### src/rtl/tssm_pkg.sv
// shared types and constants for the two-stack block
// no dependencies
package tssm_pkg;

    localparam int MAX_DEPTH  = 256;
    localparam int DATA_W     = 32;
    localparam int CNT_W      = $clog2(MAX_DEPTH + 1);
    localparam int ADDR_W     = $clog2(MAX_DEPTH);
    localparam int SIZE_W     = 9;
    localparam int APB_DATA_W = 32;
    localparam int APB_ADDR_W = 2;

    // byte address of the size_in_use register
    localparam logic [APB_ADDR_W-1:0] CFG_ADDR_SIZE = '0;

    typedef enum logic [1:0] {
        CMD_PUSH  = 2'd0,
        CMD_POP   = 2'd1,
        CMD_PEEK  = 2'd2,
        CMD_CLEAR = 2'd3
    } t_cmd;

    typedef enum logic [1:0] {
        ST_OK    = 2'd0,
        ST_FULL  = 2'd1,
        ST_ZERO  = 2'd2,
        ST_EMPTY = 2'd3
    } t_status;

    typedef struct packed {
        t_cmd               command;
        logic               stack_select;
        logic signed [31:0] push_value;
    } t_in_item;

    typedef struct packed {
        logic signed [31:0] data_out;
        t_status            status;
        logic [8:0]         stack_count;
        logic               is_full;
        logic               is_empty;
    } t_out_item;

    // controller to datapath commands
    typedef struct packed {
        logic load;
        logic exec;
    } t_dp_cmd;

endpackage

### src/rtl/tssm_ctrl.sv
// sequencing state machine for the two-stack block
// depends on tssm_pkg
module tssm_ctrl (
    input  logic             i_clk,
    input  logic             i_rst_n,
    input  logic             i_in_valid,
    output logic             o_in_stall,
    output logic             o_out_valid,
    input  logic             i_out_stall,
    output tssm_pkg::t_dp_cmd o_dp_cmd
);
    import tssm_pkg::*;

    typedef enum logic [1:0] {
        S_IDLE,
        S_EXEC,
        S_OUT
    } t_state;

    t_state r_state;
    logic   r_in_stall;
    logic   r_out_valid;
    logic   w_accept;

    assign w_accept      = (r_state == S_IDLE) && i_in_valid && !r_in_stall;
    assign o_in_stall    = r_in_stall;
    assign o_out_valid   = r_out_valid;
    assign o_dp_cmd.load = w_accept;
    assign o_dp_cmd.exec = (r_state == S_EXEC);

    always_ff @(posedge i_clk) begin
        if (!i_rst_n) begin
            r_state     <= S_IDLE;
            r_in_stall  <= 1'b1;
            r_out_valid <= 1'b0;
        end else begin
            unique case (r_state)
                S_IDLE: begin
                    if (w_accept) begin
                        r_state    <= S_EXEC;
                        r_in_stall <= 1'b1;
                    end else begin
                        r_in_stall <= 1'b0;
                    end
                end
                S_EXEC: begin
                    r_state     <= S_OUT;
                    r_out_valid <= 1'b1;
                end
                S_OUT: begin
                    if (!i_out_stall) begin
                        r_state     <= S_IDLE;
                        r_out_valid <= 1'b0;
                        r_in_stall  <= 1'b0;
                    end
                end
                default: begin
                    r_state <= S_IDLE;
                end
            endcase
        end
    end

endmodule

### config.mk
export PLATFORM = sky130hd
export DESIGN_NAME = tssm_ctrl
export DESIGN_NICKNAME = d
export VERILOG_FILES = /design/src/rtl/tssm_pkg.sv /design/src/rtl/tssm_ctrl.sv
export SDC_FILE = /design/constraint.sdc
export NUM_CORES = 1
export LEC_CHECK = 0
export BUFFER_PORTS_ARGS = -buffer_cell sky130_fd_sc_hd__buf_4
export CORE_AREA = 2 2 39 41
export CTS_CLUSTER_DIAMETER = 120
export DETAILED_ROUTE_END_ITERATION = 8
export DIE_AREA = 0 0 41 43
export GPL_TIMING_DRIVEN = 0
export HOLD_SLACK_MARGIN = 0.02
export PLACE_DENSITY_LB_ADDON = 0.2
export SLEW_MARGIN = 5
export SYNTH_ARGS = -nofsm -noshare
export SYNTH_HDL_FRONTEND = slang
export SYNTH_SLANG_ARGS = --single-unit
### constraint.sdc
create_clock -name i_clk -period 1.3 [get_ports i_clk]
set_clock_uncertainty 0.2 [all_clocks]
set_input_delay 0.26 -clock i_clk [delete_from_list [all_inputs] [get_ports i_clk]]
set_output_delay 0.26 -clock i_clk [all_outputs]
set_load 0.02 [all_outputs]
; ---- After elaboration in Yosys (flattened, before gate mapping)
; Cells that the tools add are included.
[word_totals]
elab_cells = 23
latch_bits = 0
input_bits = 4
memories = 0
regBits = 4
mem_bits_rw = 0
romBits = 0
[classes]
mul = 0
n_eq_ne = 4
n_reduce_logical = 9
bitwise_logic = 0
n_mux = 7
addsub = 0
n_shift = 0
div = 0
magnitude_cmp = 0
[ops]
columns = operator, count
row1 = case mux 2 bit (3 select lines), 1
row2 = AND reduction 2 bit, 3
row3 = 2-to-1 mux 2 bit, 2
row4 = "!= test 2 bit, second input constant", 2
row5 = case mux 1 bit (2 select lines), 2
row6 = nonzero test 2 bit, 2
row7 = "== test 2 x 1 -> 1 bit, second input constant", 1
row8 = "== test 2 bit, second input constant", 1
row9 = logical AND 1 bit, 2
row10 = logical NOT 2 bit, 1
row11 = 2-to-1 mux 1 bit, 2
row12 = logical NOT 1 bit, 1

; ---- Depth between registers and ports, before layout
; Gate-level depths: netlist (run 1).
[logic_depth]
depth_word = 5
depth_mapped = 2

; ---- Worst setup path after synthesis (run 1)
; Ideal clock, no wire load.
[synth_timing]
path_kind = reg2out
start = reg r_in_stall, in the netlist o_in_stall
end = out o_dp_cmd[1] in the netlist's numbering
t_required_ns = 0.840
path_slack_ns = -0.060
t_arrival_ns = 0.900
path_buffers = 1
stages_incl_launch_ff = 3
cell_sequence = dfxtp_1 nor4b_2 buf_4
[synth_via]
elab_chain_len = 2
[synth_lines]
columns = element, line_no
row1 = start: declaration, tssm_ctrl.sv:21  ; logic r_in_stall;
row2 = start signal: assignment, tssm_ctrl.sv:34  ; r_in_stall <= 1'b1;
row3 = start signal: assignment, tssm_ctrl.sv:41  ; r_in_stall <= 1'b1;
row4 = start signal: assignment, tssm_ctrl.sv:43  ; r_in_stall <= 1'b0;
row5 = logical NOT 1 bit, tssm_ctrl.sv:25  ; assign w_accept = (r_state == S_IDLE) && i_in_valid && !r_in_stall;
row6 = logical AND 1 bit, tssm_ctrl.sv:25
row7 = end: declaration, tssm_ctrl.sv:10  ; output tssm_pkg::t_dp_cmd o_dp_cmd
; Every way passes these cells.

; ---- Final worst setup path (run 1)
; Ends and elaborated chain as after synthesis.

==> flow_metrics.env, run 1 <==
export IMPL_diodes=0
export IMPL_rsz0062_at_grt="yes"
export IMPL_tightest_slew_ns=0.233
export IMPL_io_buffers=7
export IMPL_areaGrowthSynthToFinish_pct=67.1
export IMPL_fin_cells=42
export IMPL_status="finished, violations left"
export IMPL_place_gp_congestion=0.632
export IMPL_yosysSeqAreaShare_pct=45.7
export IMPL_ant_nets=0
export IMPL_track_usage_pct=6.33
export IMPL_dp_cells=38
export IMPL_synth_mux_area_fraction_pct=0
export IMPL_timing_fmax_mhz=667
export IMPL_p_leak_nw=0.142
export IMPL_pre_cts_ws_ns=-0.127
export IMPL_tns_ns=-0.321
export IMPL_cts_inserted_buffers=3
export IMPL_ys_types=12
export IMPL_synth_xor_area_share_pct=0
export IMPL_drc=0
export IMPL_period_needed_ns=1.50
export IMPL_synth_edff_count=0
export IMPL_synth_top_area_share_pct=45.7
export IMPL_cts_root_buffer="clkbuf_4"
export IMPL_antenna_found_initial=0
export IMPL_boundaryPins=8
export IMPL_insertion_delay_ns=0.23
export IMPL_drive_gt1_share_pct=65.4
export IMPL_cts_buffer_depth=2
export IMPL_ys_top_cells_by_area="dfxtp_1, nor4b_2, o221a_1"
export IMPL_whs_ns=0.0638
export IMPL_async_flop_share_pct=0
export IMPL_hold_viol_final=0
export IMPL_cts_tree="built"
export IMPL_cp_max_fo=2
export IMPL_placed_cell_area_um2=249
export IMPL_synth_top_family_by_area="simple AND/OR/NAND/NOR gates"
export IMPL_yosysMostFrequentCell="dfxtp_1"
export IMPL_fp_row_count=14
export IMPL_grt_max_degree=6
export IMPL_path_class="reg -> out"
export IMPL_drt_iter0_drc=0
export IMPL_final_area_um2=293
export IMPL_nets=32
export IMPL_fin_total_pwr_mw=0.351
export IMPL_wl_um=370
export IMPL_clkSinkCount=4
export IMPL_grt_overflow_total=0
export IMPL_synth_compound_area_share_pct=20.0
export IMPL_maxCapViolations=0
export IMPL_cp_required_ns=0.84
export IMPL_setup_viol=2
export IMPL_wl_per_cell_um=8.81
export IMPL_min_period_over_period_pct=115
export IMPL_h_tree_depth=1
export IMPL_synthCells=15
export IMPL_synth_warnings=0
export IMPL_synth_cell_area_um2=175
export IMPL_dieArea_mm2=0.00176
export IMPL_violations="negative setup slack"
export IMPL_start_kind="flip-flop"
export IMPL_grt_pass1_wl_um=655
export IMPL_hp_class="in -> reg"
export IMPL_syn_num_nets=19
export IMPL_slew_headroom_pct=84.4
export IMPL_core_area_mm2=0.00138
export IMPL_synth_adder_area_share_pct=0
export IMPL_synth_seq_cells=4
export IMPL_powerDensity_mw_per_mm2=1200
export IMPL_firstDrtPassIters=1
export IMPL_layout_setup_ws_ns=-0.199
export IMPL_dr_total_vias=150
export IMPL_cts_clk_slew_worst_paths_ns=0.04
export IMPL_die_height_um=43
export IMPL_synth_top_area_cell="dfxtp_1"
export IMPL_synth_area_per_cell_um2=11.7
export IMPL_vias_per_cell=3.57
export IMPL_ir_drop_mv=0.608
export IMPL_grt_pass1_vias=168
export IMPL_cp_end_kind="output port"
export IMPL_fin_util_pct=21.2
export IMPL_synthSimpleGateAreaFrac_pct=27.9
export IMPL_start_util_pct=12.7
export IMPL_ys_flop_type="dfxtp_1"
export IMPL_critPathArrivalTime_ns=1.04
export IMPL_slew_violations=0
export IMPL_dieWidth_um=41
## path summary, 6_finish.rpt
| path | start | to | slack, ns | cells after the start |
|---|---|---|---|---|
| max | o_in_stall | o_dp_cmd[1] | -0.20 | 2 |
| min | i_rst_n | r_state[1] | 0.06 | 2 |
| max reg2reg | r_state[0] | o_in_stall | 0.12 | 3 |
| min reg2reg | o_out_valid | o_out_valid | 0.34 | 1 |
## layout make-up
class                      count  area, um^2
clock buffer                   3        22.5
fill                         153        1090
inverter                       1        3.75
multi-input combinational      9        92.6
sequential                     4        82.6
tap                           16        20.0
timing repair buffer           9        71.3
## layout by cell type (no fill, tap or decap)
master and instances:
and3b_2 1, o21a_1 1, dfxtp_1 2, and2_1 1, buf_4 8, clkbuf_4 3
a21o_1 1, dfxtp_2 2, and2b_4 1, a211o_1 1, o221a_1 1, nor4b_4 1
or2b_1 1, buf_6 1, inv_1 1
## repair_timing
action	4_1_cts	5_1_grt
pin swaps	1	0
endpoints found under the setup margin	2	3
buffers inserted	2	0
gates resized for setup	2	1
hold buffers	0	0
hold endpoints to repair	0	0
## state kept, by name, indices dropped and copies added, names as in the netlist
| name | cells |
|---|---|
| o_in_stall | 1 |
| o_out_valid | 1 |
| r_state | 2 |
## per-layer routing
metal  GRT usage [%]  wire, um  vias to the layer above
met2            6.88       150                       10
met1            6.13       152                       64
li1                -         -                       76
met5               0         0                        -
met4            4.00         0                        0
met3            8.38        67                        0
## where the power goes
group	switching [mW]	internal, mW	total (mW)
Combinational	0.0250	0.0381	0.0631
Clock	0.0454	0.103	0.148
Sequential	0.00785	0.132	0.140
## logic make-up (layout without fill, tap and decap cells)
| logic type | Yosys count | after routing |
|---|---|---|
| flip-flops | 4 | 4 |
| AO/OA/AOI/OAI | 4 | 4 |
| buffers and inverters | 2 | 13 |
| AND/OR/NAND/NOR | 5 | 5 |
## worst max-delay path, cell delays in order (launching register included)
cell	delay [ns]
dfxtp_2	0.32
nor4b_4	0.30
buf_4	0.19
Power figures use the tool's default switching activity.
==> run 2: changes to the inputs <==
==> constraint.sdc (replaced) <==
create_clock -name i_clk -period 1.87 [get_ports i_clk]
set_clock_uncertainty 0.2 [all_clocks]
set_input_delay 0.374 -clock i_clk [delete_from_list [all_inputs] [get_ports i_clk]]
set_output_delay 0.374 -clock i_clk [all_outputs]
set_load 0.02 [all_outputs]
==> flow_metrics.env, run 2 (same netlist as run 1, synthesis figures left out) <==
export IMPL_place_gp_congestion=0.577
export IMPL_setup_viol=0
export IMPL_drive_gt1_share_pct=56.0
export IMPL_die_height_um=43
export IMPL_post_cts_buffers=0
export IMPL_timing_fmax_mhz=566
export IMPL_fin_cells=41
export IMPL_cp_end_kind="output port"
export IMPL_final_area_um2=279
export IMPL_dr_total_vias=154
export IMPL_dieWidth_um=41
export IMPL_pre_cts_ws_ns=0.283
export IMPL_cp_max_fo=5
export IMPL_clkSinkCount=4
export IMPL_start_util_pct=12.7
export IMPL_cp_required_ns=1.30
export IMPL_core_area_mm2=0.00138
export IMPL_firstDrtPassIters=2
export IMPL_start_kind="flip-flop"
export IMPL_regMostFlops="r_state"
export IMPL_tightest_slew_ns=0.263
export IMPL_insertion_delay_ns=0.24
export IMPL_placed_cell_area_um2=248
export IMPL_rsz0062_at_grt="no"
export IMPL_final_common_cell="buf_4"
export IMPL_wl_um=385
export IMPL_wl_per_cell_um=9.39
export IMPL_fin_total_pwr_mw=0.245
export IMPL_fp_row_count=14
export IMPL_min_period_over_period_pct=94.5
export IMPL_h_tree_depth=1
export IMPL_p_sw_share_pct=24.1
export IMPL_hold_viol_final=0
export IMPL_drc=0
export IMPL_track_usage_pct=5.93
export IMPL_slew_violations=0
export IMPL_io_buffers=7
export IMPL_cell_internal_pwr_mw=0.186
export IMPL_whs_ns=0.173
export IMPL_fill_cells=150
export IMPL_p_sw_mw=0.0590
export IMPL_path_class="reg -> out"
export IMPL_grt_pass1_vias=156
export IMPL_cts_clk_slew_worst_paths_ns=0.04
export IMPL_dieArea_mm2=0.00176
export IMPL_worst_r2r_path_depth=2
export IMPL_boundaryPins=8
export IMPL_layout_setup_ws_ns=0.104
export IMPL_maxCapViolations=0
export IMPL_fin_util_pct=20.2
export IMPL_cts_inserted_buffers=3
export IMPL_p_comb_share_pct=16.0
export IMPL_grt_pass1_wl_um=634
export IMPL_areaGrowthSynthToFinish_pct=59.3
export IMPL_p_clk_share_pct=44.3
export IMPL_cts_tree="built"
export IMPL_drt_iter0_drc=2
export IMPL_seqPwrFrac_pct=39.6
export IMPL_dp_cells=38
export IMPL_tns_ns=0
export IMPL_p_leak_nw=0.136
export IMPL_nets=31
export IMPL_vias_per_cell=3.76
export IMPL_grt_overflow_total=0
export IMPL_diodes=0
export IMPL_slew_headroom_pct=82.4
export IMPL_ir_drop_mv=0.307
export IMPL_powerDensity_mw_per_mm2=877
export IMPL_seqCellArea_um2=80.1
export IMPL_largest_register_ffs=2
export IMPL_antenna_found_initial=0
export IMPL_cts_root_buffer="clkbuf_4"
export IMPL_period_needed_ns=1.77
export IMPL_cts_buffer_depth=2
export IMPL_status="complete, no violations"
export IMPL_layout_common_cells="buf_4, dfxtp_1, clkbuf_4"
export IMPL_multi_input_area_um2=92.6
export IMPL_ant_nets=0
export IMPL_min_path_cells=2
export IMPL_hp_class="in -> reg"
export IMPL_critPathArrivalTime_ns=1.19
export IMPL_grt_max_degree=6
==> run 2: layout make-up <==
| class | count | share of cell area [%] |
|---|---|---|
| inverter | 1 | 1.35 |
| timing repair buffer | 7 | 18.8 |
| tap | 16 | 7.17 |
| multi-input combinational | 9 | 33.2 |
| clock buffer | 3 | 8.07 |
| buffer | 1 | 2.69 |
| sequential | 4 | 28.7 |
==> run 2: per-layer routing <==
metal	up-vias	share of wire (%)	track usage (%)	wire length [um]
met2	10	34	5.94	132
li1	73	-	-	-
met1	71	56	7.10	214
met5	-	0	0	0
met3	0	9.9	6.28	38
met4	0	0	4.00	0
==> run 2: path summary, 6_finish.rpt <==
kind	start	to	slack, ns
worst max-delay path	r_state[1]	o_dp_cmd[1]	0.10
worst min-delay path	i_rst_n	r_state[1]	0.17
worst max register to register	r_state[1]	o_out_valid	0.68
worst min register to register	o_out_valid	o_out_valid	0.34
==> run 2: power by group through the flow <==
stage | registers, mW | logic (mW) | clock network, mW
5_1_grt | 0.0975 | 0.0424 | 0.122
3_5_place_dp | 0.0970 | 0.0376 | 0
2_1_floorplan | 0.100 | 0.0168 | 0
3_3_place_gp | 0.0967 | 0.0365 | 0
4_1_cts | 0.0957 | 0.0378 | 0.111
6_report | 0.0970 | 0.0392 | 0.108
==> run 2: timing repair <==
item | 4_1_cts | 5_1_grt
setup endpoints to repair | 0 | 1
gates resized for setup | 0 | 1
hold buffers | 0 | 0
==> run 2: worst max-delay path: stages (launching register included) <==
cell     delay, ns
dfxtp_1       0.35
nor4b_4       0.32
buf_4         0.16
buf_4         0.13
==> run 3: changes to the inputs <==
--- a/config.mk
+++ b/config.mk
@@ -12,7 +12,7 @@
 export DIE_AREA = 0 0 41 43
 export GPL_TIMING_DRIVEN = 0
 export HOLD_SLACK_MARGIN = 0.02
-export PLACE_DENSITY_LB_ADDON = 0.2
+export REMOVE_ABC_BUFFERS = 1
 export SLEW_MARGIN = 5
 export SYNTH_ARGS = -nofsm -noshare
 export SYNTH_HDL_FRONTEND = slang
==> flow_metrics.env, run 3 (same netlist as run 1, synthesis figures left out) <==
export IMPL_placed_cell_area_um2=240
export IMPL_wl_um=347
export IMPL_place_gp_congestion=0.591
export IMPL_dp_cells=37
export IMPL_start_util_pct=12.7
export IMPL_r2r_start="r_state[1]"
export IMPL_drt_iter0_drc=0
export IMPL_drc=0
export IMPL_cts_resized=0
export IMPL_multi_input_area_um2=83.8
export IMPL_cts_root_buffer="clkbuf_4"
export IMPL_hold_viol_final=0
export IMPL_whs_ns=0.177
export IMPL_layout_setup_ws_ns=0.166
export IMPL_firstDrtPassIters=1
export IMPL_cp_required_ns=1.30
export IMPL_slew_violations=0
export IMPL_setup_viol=0
export IMPL_status="complete, no violations"
export IMPL_tns_ns=0
export IMPL_cp_top_family="simple AND/OR/NAND/NOR gates"
export IMPL_p_leak_nw=0.126
export IMPL_path_cells="nor4b_2 > buf_4"
export IMPL_start_kind="flip-flop"
export IMPL_grt_pass1_vias=133
export IMPL_hp_class="in -> reg"
export IMPL_pre_cts_ws_ns=0.360
export IMPL_clkSinkCount=4
export IMPL_cp_depth=2
export IMPL_dieArea_mm2=0.00176
export IMPL_seqCellArea_um2=80.1
export IMPL_h_tree_depth=1
export IMPL_grt_pass1_wl_um=510
export IMPL_timing_fmax_mhz=587
export IMPL_rsz0062_at_grt="no"
export IMPL_drive_gt1_share_pct=54.2
export IMPL_ir_drop_mv=0.236
export IMPL_critPathBufInv=1
export IMPL_insertion_delay_ns=0.24
export IMPL_largest_register_ffs=2
export IMPL_tightest_slew_ns=0.307
export IMPL_regMostFlops="r_state"
export IMPL_final_area_um2=263
export IMPL_ant_nets=0
export IMPL_areaGrowthSynthToFinish_pct=50.0
export IMPL_vias_per_cell=3.55
export IMPL_powerDensity_mw_per_mm2=906
export IMPL_cts_buffer_depth=2
export IMPL_worst_r2r_path_depth=2
export IMPL_layout_common_cells="buf_4, dfxtp_1, clkbuf_4"
export IMPL_fp_row_count=14
export IMPL_nets=30
export IMPL_max_stage_delay_ns=0.36
export IMPL_final_common_cell="buf_4"
export IMPL_die_height_um=43
export IMPL_dieWidth_um=41
export IMPL_cp_max_fo=3
export IMPL_io_buffers=7
export IMPL_core_area_mm2=0.00138
export IMPL_post_dp_hpwl_um=269
export IMPL_min_period_over_period_pct=91.1
export IMPL_maxCapViolations=0
export IMPL_slew_headroom_pct=79.5
export IMPL_min_path_cells=2
export IMPL_cp_end_kind="output port"
export IMPL_cts_tree="built"
export IMPL_fill_cells=158
export IMPL_wl_per_cell_um=8.68
export IMPL_cts_hold_buf=0
export IMPL_worstHoldStart="i_rst_n"
export IMPL_critPathArrivalTime_ns=1.13
export IMPL_crit_start="o_in_stall"
export IMPL_path_class="reg -> out"
export IMPL_track_usage_pct=5.42
export IMPL_grt_max_degree=6
export IMPL_antenna_found_initial=0
export IMPL_post_cts_buffers=0
export IMPL_cts_clk_slew_worst_paths_ns=0.04
export IMPL_grt_overflow_total=0
export IMPL_fin_cells=40
export IMPL_boundaryPins=8
export IMPL_cts_inserted_buffers=3
export IMPL_dr_total_vias=142
export IMPL_diodes=0
export IMPL_slowest_stage="nor4b_2"
export IMPL_period_needed_ns=1.70
-- run 3: cell count changes in the layout (fill, tap and decap cells not counted), sizes merged --
cell / delta
buf: -1
-- run 3: worst paths after layout --
path / slack, ns / endpoint
worst max-delay path: 0.17 / o_dp_cmd[1]
worst min-delay path: 0.18 / r_state[1]
worst max register to register: 0.74 / o_out_valid
worst min register to register: 0.32 / o_in_stall
-- run 3: layout make-up --
cell class | count | area share (%)
clock buffers | 3 | 8.57
inverters | 1 | 1.43
multi-input cells | 9 | 31.9
flip-flops and latches | 4 | 30.5
well taps | 16 | 7.62
repair buffers | 7 | 20.0
-- run 3: report_power, final --
group / internal, mW / total, mW / switching, mW
sequential: 0.0909 / 0.0957 / 0.00479
combinational: 0.0193 / 0.0342 / 0.0149
clock: 0.0719 / 0.108 / 0.0361
total: 0.182 / 0.238 / 0.0559
-- run 3: stage by stage --
stage / power [mW] / util (%)
4_1_cts: 0.247 / 19.0
5_1_grt: 0.260 / 19.0
3_3_place_gp: 0.132 / 17.4
3_5_place_dp: 0.132 / 17.4
2_1_floorplan: 0.115 / -
6_report: 0.238 / 19.0
-- run 3: routing by layer --
layer  up-vias  global-route usage [%]  wire [um]
met3         0                    9.42         56
met5         -                       0          0
met4         0                    2.00          0
met2         8                    5.31        115
met1        63                    5.14        175
li1         71                       -          -
